==> config.mk <==
export PLATFORM = sky130hd
export DESIGN_NAME = palette_sprite_blitter
export DESIGN_NICKNAME = d
export VERILOG_FILES = /design/src/psb_pkg.sv /design/src/palette_sprite_blitter.sv /design/src/psb_palette.sv /design/src/psb_scan.sv /design/src/psb_result.sv
export SDC_FILE = /design/constraint.sdc
export NUM_CORES = 2
export LEC_CHECK = 0
export BUFFER_PORTS_ARGS = -buffer_cell sky130_fd_sc_hd__buf_2
export CORE_UTILIZATION = 40
export DETAILED_ROUTE_END_ITERATION = 7
export PLACE_DENSITY = 0.61
export SYNTH_ARGS = -nofsm -noshare
export SYNTH_HDL_FRONTEND = slang
export SYNTH_SLANG_ARGS = --single-unit
==> constraint.sdc <==
create_clock -name clk -period 9.3 [get_ports clk]
set_input_delay 1.395 -clock clk [delete_from_list [all_inputs] [get_ports clk]]
set_output_delay 1.395 -clock clk [all_outputs]
set_load 0.02 [all_outputs]
==> src/psb_pkg.sv <==
package psb_pkg;

    localparam int PALETTE_ENTRIES_DEF = 256;
    localparam int DEST_ADDR_BITS_DEF  = 18;

    localparam int FRAME_W_LANDSCAPE = 320;
    localparam int FRAME_W_PORTRAIT  = 240;

    localparam int FLAG_MIRROR      = 0;
    localparam int FLAG_TRANSPARENT = 1;
    localparam int FLAG_LANDSCAPE   = 2;

    localparam int CFG_INDEX_BITS = 3;
    localparam int CFG_DATA_BITS  = 11;

    localparam logic [CFG_INDEX_BITS-1:0] CFG_SOURCE_X      = 3'd0;
    localparam logic [CFG_INDEX_BITS-1:0] CFG_SOURCE_Y      = 3'd1;
    localparam logic [CFG_INDEX_BITS-1:0] CFG_SOURCE_STRIDE = 3'd2;
    localparam logic [CFG_INDEX_BITS-1:0] CFG_DEST_X        = 3'd3;
    localparam logic [CFG_INDEX_BITS-1:0] CFG_DEST_Y        = 3'd4;
    localparam logic [CFG_INDEX_BITS-1:0] CFG_BLIT_WIDTH    = 3'd5;
    localparam logic [CFG_INDEX_BITS-1:0] CFG_BLIT_HEIGHT   = 3'd6;
    localparam logic [CFG_INDEX_BITS-1:0] CFG_FLAG_BITS     = 3'd7;

    localparam logic MODE_PALETTE = 1'b0;
    localparam logic MODE_PIXEL   = 1'b1;

    typedef struct packed {
        logic [9:0]  source_x;
        logic [9:0]  source_y;
        logic [10:0] source_stride;
        logic [8:0]  dest_x;
        logic [8:0]  dest_y;
        logic [9:0]  blit_width;
        logic [9:0]  blit_height;
        logic [2:0]  flag_bits;
    } psb_cfg_t;

    // one item in flight between the scan stage and the result stage
    typedef struct packed {
        logic       mode;
        logic       in_blit;
        logic       last;
        logic [9:0] col;
        logic [9:0] row;
        logic [7:0] pixel_index;
    } psb_item_t;

endpackage

==> src/palette_sprite_blitter.sv <==
// Palette sprite blitter, RGB565 frame buffer.
// Input stream s_axis: tuser is the mode; mode 0 words load a palette entry from an
// 8-bit red/green/blue triple, mode 1 words present one source pixel index. Pixels come
// column by column, rows inner; the block keeps its own column/row counters.
// Output stream m_axis: one result word per input word (palette loads give all zeros).
// tdata carries frame address, byte-swapped RGB565 color and sheet address; tuser is the
// frame buffer write enable; tlast marks the final pixel of the blit.
// cfg channel: register writes (index, data), always ready; write only while idle.
// Path: an accepted word is held in the scan register and the palette read register, then
// moves into the result register once the result register is free.
// Throughput: one word per cycle while m_axis_tready is high; the scan register, the
// palette read register and the result register form a two-stage pipeline, with the
// 11x11 sheet-address multiply between the palette read and the result register.
// Reset: counters cleared, registers at defaults (stride 1, all else 0); palette
// contents undefined until loaded.
// Stall: when m_axis_tready is low the result word holds; s_axis_tready drops only when
// both stages are full.
module palette_sprite_blitter
    import psb_pkg::*;
#(
    parameter int PALETTE_ENTRIES = PALETTE_ENTRIES_DEF,
    parameter int DEST_ADDR_BITS  = DEST_ADDR_BITS_DEF
)
(
    input  logic                      clk,
    input  logic                      rst_n,
    input  logic                      s_axis_tvalid,
    output logic                      s_axis_tready,
    // [7:0] entry_index, [15:8] red, [23:16] green, [31:24] blue, [39:32] pixel_index
    input  logic [39:0]               s_axis_tdata,
    // [0] mode
    input  logic                      s_axis_tuser,
    output logic                      m_axis_tvalid,
    input  logic                      m_axis_tready,
    // [17:0] dest_address, [33:18] pixel_color, [53:34] source_address, [55:54] zero
    output logic [55:0]               m_axis_tdata,
    // [0] write_enable
    output logic                      m_axis_tuser,
    output logic                      m_axis_tlast,
    input  logic                      cfg_valid,
    output logic                      cfg_ready,
    input  logic [CFG_INDEX_BITS-1:0] cfg_index,
    input  logic [CFG_DATA_BITS-1:0]  cfg_data
);

    psb_cfg_t    cfg_reg;
    psb_cfg_t    cfg_next;
    psb_item_t   item;
    logic        item_valid;
    logic        take;
    logic        load;
    logic [15:0] palette_data;
    logic        write_enable;
    logic [17:0] dest_address;
    logic [15:0] pixel_color;
    logic [19:0] source_address;

    assign cfg_ready     = 1'b1;
    assign load          = item_valid && (!m_axis_tvalid || m_axis_tready);
    assign s_axis_tready = !item_valid || load;
    assign take          = s_axis_tvalid && s_axis_tready;

    always_comb
    begin
        cfg_next = cfg_reg;
        if (cfg_valid)
        begin
            case (cfg_index)
                CFG_SOURCE_X:      cfg_next.source_x      = cfg_data[9:0];
                CFG_SOURCE_Y:      cfg_next.source_y      = cfg_data[9:0];
                CFG_SOURCE_STRIDE: cfg_next.source_stride = cfg_data[10:0];
                CFG_DEST_X:        cfg_next.dest_x        = cfg_data[8:0];
                CFG_DEST_Y:        cfg_next.dest_y        = cfg_data[8:0];
                CFG_BLIT_WIDTH:    cfg_next.blit_width    = cfg_data[9:0];
                CFG_BLIT_HEIGHT:   cfg_next.blit_height   = cfg_data[9:0];
                CFG_FLAG_BITS:     cfg_next.flag_bits     = cfg_data[2:0];
                default:           cfg_next = cfg_reg;
            endcase
        end
    end

    always_ff @(posedge clk or negedge rst_n)
    begin
        if (!rst_n)
        begin
            cfg_reg <= '{source_x: 10'd0, source_y: 10'd0, source_stride: 11'd1,
                         dest_x: 9'd0, dest_y: 9'd0, blit_width: 10'd0,
                         blit_height: 10'd0, flag_bits: 3'd0};
        end
        else
        begin
            cfg_reg <= cfg_next;
        end
    end

    psb_palette #(
        .PALETTE_ENTRIES(PALETTE_ENTRIES)
    ) u_palette (
        .clk      (clk),
        .wr_en    (take && (s_axis_tuser == MODE_PALETTE)),
        .wr_index (s_axis_tdata[7:0]),
        .red      (s_axis_tdata[15:8]),
        .green    (s_axis_tdata[23:16]),
        .blue     (s_axis_tdata[31:24]),
        .rd_en    (take),
        .rd_index (s_axis_tdata[39:32]),
        .rd_data  (palette_data)
    );

    psb_scan u_scan (
        .clk         (clk),
        .rst_n       (rst_n),
        .take        (take),
        .advance     (load),
        .mode        (s_axis_tuser),
        .pixel_index (s_axis_tdata[39:32]),
        .blit_width  (cfg_reg.blit_width),
        .blit_height (cfg_reg.blit_height),
        .item        (item),
        .item_valid  (item_valid)
    );

    psb_result #(
        .PALETTE_ENTRIES(PALETTE_ENTRIES),
        .DEST_ADDR_BITS (DEST_ADDR_BITS)
    ) u_result (
        .clk            (clk),
        .rst_n          (rst_n),
        .load           (load),
        .out_ready      (m_axis_tready),
        .item           (item),
        .cfg            (cfg_reg),
        .palette_data   (palette_data),
        .out_valid      (m_axis_tvalid),
        .write_enable   (write_enable),
        .dest_address   (dest_address),
        .pixel_color    (pixel_color),
        .source_address (source_address),
        .last_pixel     (m_axis_tlast)
    );

    assign m_axis_tuser = write_enable;
    assign m_axis_tdata = {2'b00, source_address, pixel_color, dest_address};

endmodule

==> src/psb_palette.sv <==
module psb_palette
    import psb_pkg::*;
#(
    parameter int PALETTE_ENTRIES = PALETTE_ENTRIES_DEF
)
(
    input  logic        clk,
    input  logic        wr_en,
    input  logic [7:0]  wr_index,
    input  logic [7:0]  red,
    input  logic [7:0]  green,
    input  logic [7:0]  blue,
    input  logic        rd_en,
    input  logic [7:0]  rd_index,
    output logic [15:0] rd_data
);

    localparam int AddrBits = (PALETTE_ENTRIES > 1) ? $clog2(PALETTE_ENTRIES) : 1;

    logic [15:0] mem [PALETTE_ENTRIES];
    logic [15:0] rd_data_reg;
    logic [15:0] rgb565;
    logic [15:0] swapped;
    logic        wr_in_range;

    always_comb
    begin
        rgb565      = {red[7:3], green[7:2], blue[7:3]};
        swapped     = {rgb565[7:0], rgb565[15:8]};
        wr_in_range = ({1'b0, wr_index} < 9'(PALETTE_ENTRIES));
    end

    always_ff @(posedge clk)
    begin
        if (wr_en && wr_in_range)
        begin
            mem[wr_index[AddrBits-1:0]] <= swapped;
        end
        if (rd_en)
        begin
            rd_data_reg <= mem[rd_index[AddrBits-1:0]];
        end
    end

    assign rd_data = rd_data_reg;

endmodule

==> src/psb_scan.sv <==
module psb_scan
    import psb_pkg::*;
(
    input  logic       clk,
    input  logic       rst_n,
    input  logic       take,
    input  logic       advance,
    input  logic       mode,
    input  logic [7:0] pixel_index,
    input  logic [9:0] blit_width,
    input  logic [9:0] blit_height,
    output psb_item_t  item,
    output logic       item_valid
);

    logic [9:0] col_reg;
    logic [9:0] col_next;
    logic [9:0] row_reg;
    logic [9:0] row_next;
    logic       valid_reg;
    logic       valid_next;
    psb_item_t  item_reg;
    psb_item_t  item_next;
    logic [10:0] row_inc;
    logic [10:0] col_inc;
    logic        in_blit;

    always_comb
    begin
        in_blit  = (col_reg < blit_width) && (row_reg < blit_height);
        row_inc  = 11'(row_reg) + 11'd1;
        col_inc  = 11'(col_reg) + 11'd1;
        col_next = col_reg;
        row_next = row_reg;

        item_next.mode        = mode;
        item_next.in_blit     = in_blit;
        item_next.last        = 1'b0;
        item_next.col         = col_reg;
        item_next.row         = row_reg;
        item_next.pixel_index = pixel_index;

        if (mode == MODE_PIXEL)
        begin
            if (!in_blit)
            begin
                item_next.last = 1'b1;
                col_next       = '0;
                row_next       = '0;
            end
            else if (row_inc >= 11'(blit_height))
            begin
                row_next = '0;
                if (col_inc >= 11'(blit_width))
                begin
                    col_next       = '0;
                    item_next.last = 1'b1;
                end
                else
                begin
                    col_next = col_inc[9:0];
                end
            end
            else
            begin
                row_next = row_inc[9:0];
            end
        end

        if (take)
        begin
            valid_next = 1'b1;
        end
        else if (advance)
        begin
            valid_next = 1'b0;
        end
        else
        begin
            valid_next = valid_reg;
        end
    end

    always_ff @(posedge clk or negedge rst_n)
    begin
        if (!rst_n)
        begin
            col_reg   <= '0;
            row_reg   <= '0;
            valid_reg <= 1'b0;
        end
        else
        begin
            valid_reg <= valid_next;
            if (take)
            begin
                col_reg <= col_next;
                row_reg <= row_next;
            end
        end
    end

    always_ff @(posedge clk)
    begin
        if (take)
        begin
            item_reg <= item_next;
        end
    end

    assign item       = item_reg;
    assign item_valid = valid_reg;

endmodule

==> src/psb_result.sv <==
module psb_result
    import psb_pkg::*;
#(
    parameter int PALETTE_ENTRIES = PALETTE_ENTRIES_DEF,
    parameter int DEST_ADDR_BITS  = DEST_ADDR_BITS_DEF
)
(
    input  logic        clk,
    input  logic        rst_n,
    input  logic        load,
    input  logic        out_ready,
    input  psb_item_t   item,
    input  psb_cfg_t    cfg,
    input  logic [15:0] palette_data,
    output logic        out_valid,
    output logic        write_enable,
    output logic [17:0] dest_address,
    output logic [15:0] pixel_color,
    output logic [19:0] source_address,
    output logic        last_pixel
);

    localparam logic [23:0] DestMask = 24'((64'd1 << DEST_ADDR_BITS) - 64'd1);

    logic        valid_reg;
    logic        valid_next;
    logic        we_reg;
    logic        we_next;
    logic [17:0] daddr_reg;
    logic [17:0] daddr_next;
    logic [15:0] color_reg;
    logic [15:0] color_next;
    logic [19:0] saddr_reg;
    logic [19:0] saddr_next;
    logic        last_reg;
    logic        last_next;

    logic [10:0] src_row;
    logic [21:0] src_prod;
    logic [10:0] dst_row;
    logic [23:0] row_base;
    logic [23:0] dst_col;
    logic [23:0] dst_sum;
    logic        opaque;
    logic        idx_ok;

    always_comb
    begin
        src_row  = 11'(cfg.source_y) + 11'(item.row);
        src_prod = 22'(src_row) * 22'(cfg.source_stride);
        dst_row  = 11'(cfg.dest_y) + 11'(item.row);
        if (cfg.flag_bits[FLAG_LANDSCAPE])
        begin
            row_base = 24'(dst_row) * 24'(FRAME_W_LANDSCAPE);
        end
        else
        begin
            row_base = 24'(dst_row) * 24'(FRAME_W_PORTRAIT);
        end
        if (cfg.flag_bits[FLAG_MIRROR])
        begin
            dst_col = 24'(cfg.dest_x) + 24'(cfg.blit_width) - 24'd1 - 24'(item.col);
        end
        else
        begin
            dst_col = 24'(cfg.dest_x) + 24'(item.col);
        end
        dst_sum = (row_base + dst_col) & DestMask;
        opaque  = !(cfg.flag_bits[FLAG_TRANSPARENT] && (item.pixel_index == 8'd0));
        idx_ok  = ({1'b0, item.pixel_index} < 9'(PALETTE_ENTRIES));

        we_next    = 1'b0;
        daddr_next = '0;
        color_next = '0;
        saddr_next = '0;
        last_next  = 1'b0;
        if (item.mode == MODE_PIXEL)
        begin
            saddr_next = src_prod[19:0] + 20'(cfg.source_x) + 20'(item.col);
            last_next  = item.last;
            if (item.in_blit)
            begin
                daddr_next = dst_sum[17:0];
                if (opaque)
                begin
                    we_next    = 1'b1;
                    color_next = idx_ok ? palette_data : 16'd0;
                end
            end
        end

        if (load)
        begin
            valid_next = 1'b1;
        end
        else if (out_ready)
        begin
            valid_next = 1'b0;
        end
        else
        begin
            valid_next = valid_reg;
        end
    end

    always_ff @(posedge clk or negedge rst_n)
    begin
        if (!rst_n)
        begin
            valid_reg <= 1'b0;
        end
        else
        begin
            valid_reg <= valid_next;
        end
    end

    always_ff @(posedge clk)
    begin
        if (load)
        begin
            we_reg    <= we_next;
            daddr_reg <= daddr_next;
            color_reg <= color_next;
            saddr_reg <= saddr_next;
            last_reg  <= last_next;
        end
    end

    assign out_valid      = valid_reg;
    assign write_enable   = we_reg;
    assign dest_address   = daddr_reg;
    assign pixel_color    = color_reg;
    assign source_address = saddr_reg;
    assign last_pixel     = last_reg;

endmodule
==> impl_metrics.ini <==
[place]
dp_hpwl_um = 246000
place_congestion = 0.807
place_inst = 13600
numPortBuffers = 109
place_area_sq_um = 183000

[detailed_routing]
drtIter0Drc = 9267
drcViolationCount = 0
ant_nets = 0
drtPass1Iterations = 6
vias = 81300
postRouteWirelength_um = 415000
wl_per_cell_um = 28.9
via_per_inst = 5.66

[global_routing]
grtUsageTotal_pct = 18.9
antenna_found_initial = 25
grt_pass1_vias = 83100
overflow = 0
grt_first_pass_wirelength_um = 600000
grt_max_degree = 161

[synth]
syn_avg_cell_area_sq_um = 22.2
synth_cell_types = 62
synth_commonest_cells = 4199 x edfxtp_1, 1344 x mux4_2, 351 x nor2_1
yosysSeqAreaShare_pct = 74.1
syn_inst = 7824
synth_most_common_cell = edfxtp_1
synth_seq_cells = 4293
ys.flop_type = edfxtp_1
synthArstFlopShare_pct = 2.19
syn_area_sq_um = 173000
synth_top_area_share_pct = 72.8
synth_edf_count = 4199
yosysTopAreaCell = edfxtp_1
synthTopCellsByArea = edfxtp_1 73%, mux4_2 17%, ha_1 1.5%
ys.warnings.count = 0

[timing]
hold_viol = 0
timing.slew.headroom_pct = 9.61
setup_viol = 0
tightest_slew_ps = 1360
finClkSkew_ps = 79.5
fin_crit_ps = 7660
timing.fmax_mhz = 131
drv_slew = 0
rsz0062_at_grt = false
finalSetupTns_ps = 0
period_share_pct = 82.4

[cells_and_area]
stdcell_count = 14400
final_area_sq_um = 196000
drive_gt1_share_pct = 28.8
nets = 8687
utilization_pct = 45.4
syn_to_final_growth_pct = 13.0
largest_reg_flops = 4096

[die]
die_x_um = 660
pin_count = 121
chipHeight_um = 660
coreArea_sq_um = 431000
start_util_pct = 40.2
design.die.area_sq_um = 436000
rows = 241

[cts]
clock_path_buffers = 4
clk-insertion-delay-late_ps = 990
clkSlewWorstSetupHoldPaths_ps = 60
cts_root_buffer = clkbuf_16
cts_setup_buffers = 0
cts.repair.resized = 0
hold_buffers = 0
numCtsBuffers = 414
clock_sinks = 4293
htree_levels = 5
cts_tree = done

[power_and_ir_drop]
peakVddDrop_mv = 0.832
leakage_nw = 62.7
finalPower_mw = 53.9
pwr_density_cell_nw_per_um2 = 275

[setup_path]
start_kind = flip-flop
path_buf_inv = 4
critPathArrivalTime_ps = 8330
slowest_stage = xor2_1
path_depth = 26
cpPeakStageDelay_ps = 670
crit_fanout = 11
critPathRequiredTime_ps = 9960
criticalPathCategory = flip-flop to flip-flop
cp_common_cell = fa_1
r2r_cells = 26
crit_family = adder cells
endpoint_kind = flip-flop

[hold_path]
hold_path_class = input pin to async pin

[run]
drv_cap = 0

[run_status]
status = finished, final reports clean
[worst reg2reg max path, delay by kind of cell (launching register included)]
family                   cells  cell delay [ps]
flip-flops                   1              350
XOR/XNOR                     2              840
AND/OR/NAND/NOR              5              650
adder cells (fa/ha/maj)      8             3430
AO/OA/AOI/OAI                7             1900
buffers and inverters        4              220
[path summary, 6_finish.rpt]
check | start | end | slack, ps
max | cfg_reg[52]$_DFFE_PN0P_ | u_result.source_address[17]$_SDFFCE_PN0P_ | 1640
min | rst_n | cfg_reg[32]$_DFFE_PN0P_ | 440
max reg2reg | cfg_reg[52]$_DFFE_PN0P_ | u_result.source_address[17]$_SDFFCE_PN0P_ | 1640
min reg2reg | u_scan.item_valid$_DFFE_PN0P_ | u_result.out_valid$_DFFE_PN0P_ | 500
max in group asynchronous | rst_n | cfg_reg[60]$_DFFE_PN0P_ | 7690
min in group clk | u_scan.item_valid$_DFFE_PN0P_ | u_result.out_valid$_DFFE_PN0P_ | 500
[layout by cell type (no fill, tap or decap), types with 66 or more instances in the layout]
cell       synthesis  layout
o21ai_0           66      66
and2_1            83      82
edfxtp_1        4199    4199
clkbuf_16          0     419
fa_1             125     125
inv_1            244     243
buf_4              6     315
ha_1             201     201
clkinv_1           0      96
nor2_1           351     332
mux2_2            70      70
nand2_1          165     159
clkbuf_1         231      76
mux4_2          1344    1344
clkinv_2           0      84
dfrtp_1           93      93
buf_2             95      86
[metrics by stage]
step | setup WS, ps | hold slack, ps
global route | 1090 | 445
detailed placement | 1520 | 493
CTS | 1490 | 392
floorplan | 2580 | 449
global placement | 1660 | 472
finish | 1640 | 441
[cells by family after synthesis]
kind of cell / share of synthesized area [%]
compound gates: 1.11
xor+xnor: 0.432
fa+ha+maj: 2.89
buf+inv: 1.45
flops: 74.1
mux: 18.0
other cells: 0.00433
simple gates: 2.04
[power breakdown]
group,internal [mW],switching (mW),total [mW]
clock,9.31,7.21,16.5
combinational,6.57,8.83,15.4
sequential,21.8,0.189,22.0
total,37.6,16.2,53.9
[per-layer routing]
metal  vias to the layer above  GRT usage (%)  part of all wire [%]
li1                      33500              -                     -
met1                     44100           27.0                    42
met2                      3125           30.6                    48
met3                       592           2.74                   7.2
met4                         8           5.17                   2.9
met5                         -              0                 0.012
[area by class of cell]
| class | count | area, sq um |
|---|---|---|
| Fill cell | 35600 | 235000 |
| Sequential cell | 4293 | 128000 |
| Multi-Input combinational cell | 2903 | 42500 |
| Clock buffer | 499 | 10800 |
| Tap cell | 5710 | 7140 |
| Timing Repair Buffer | 445 | 3580 |
| Clock inverter | 256 | 2430 |
| Inverter | 244 | 916 |
| Antenna cell | 13 | 32.5 |
Power figures use the tool's default switching activity.
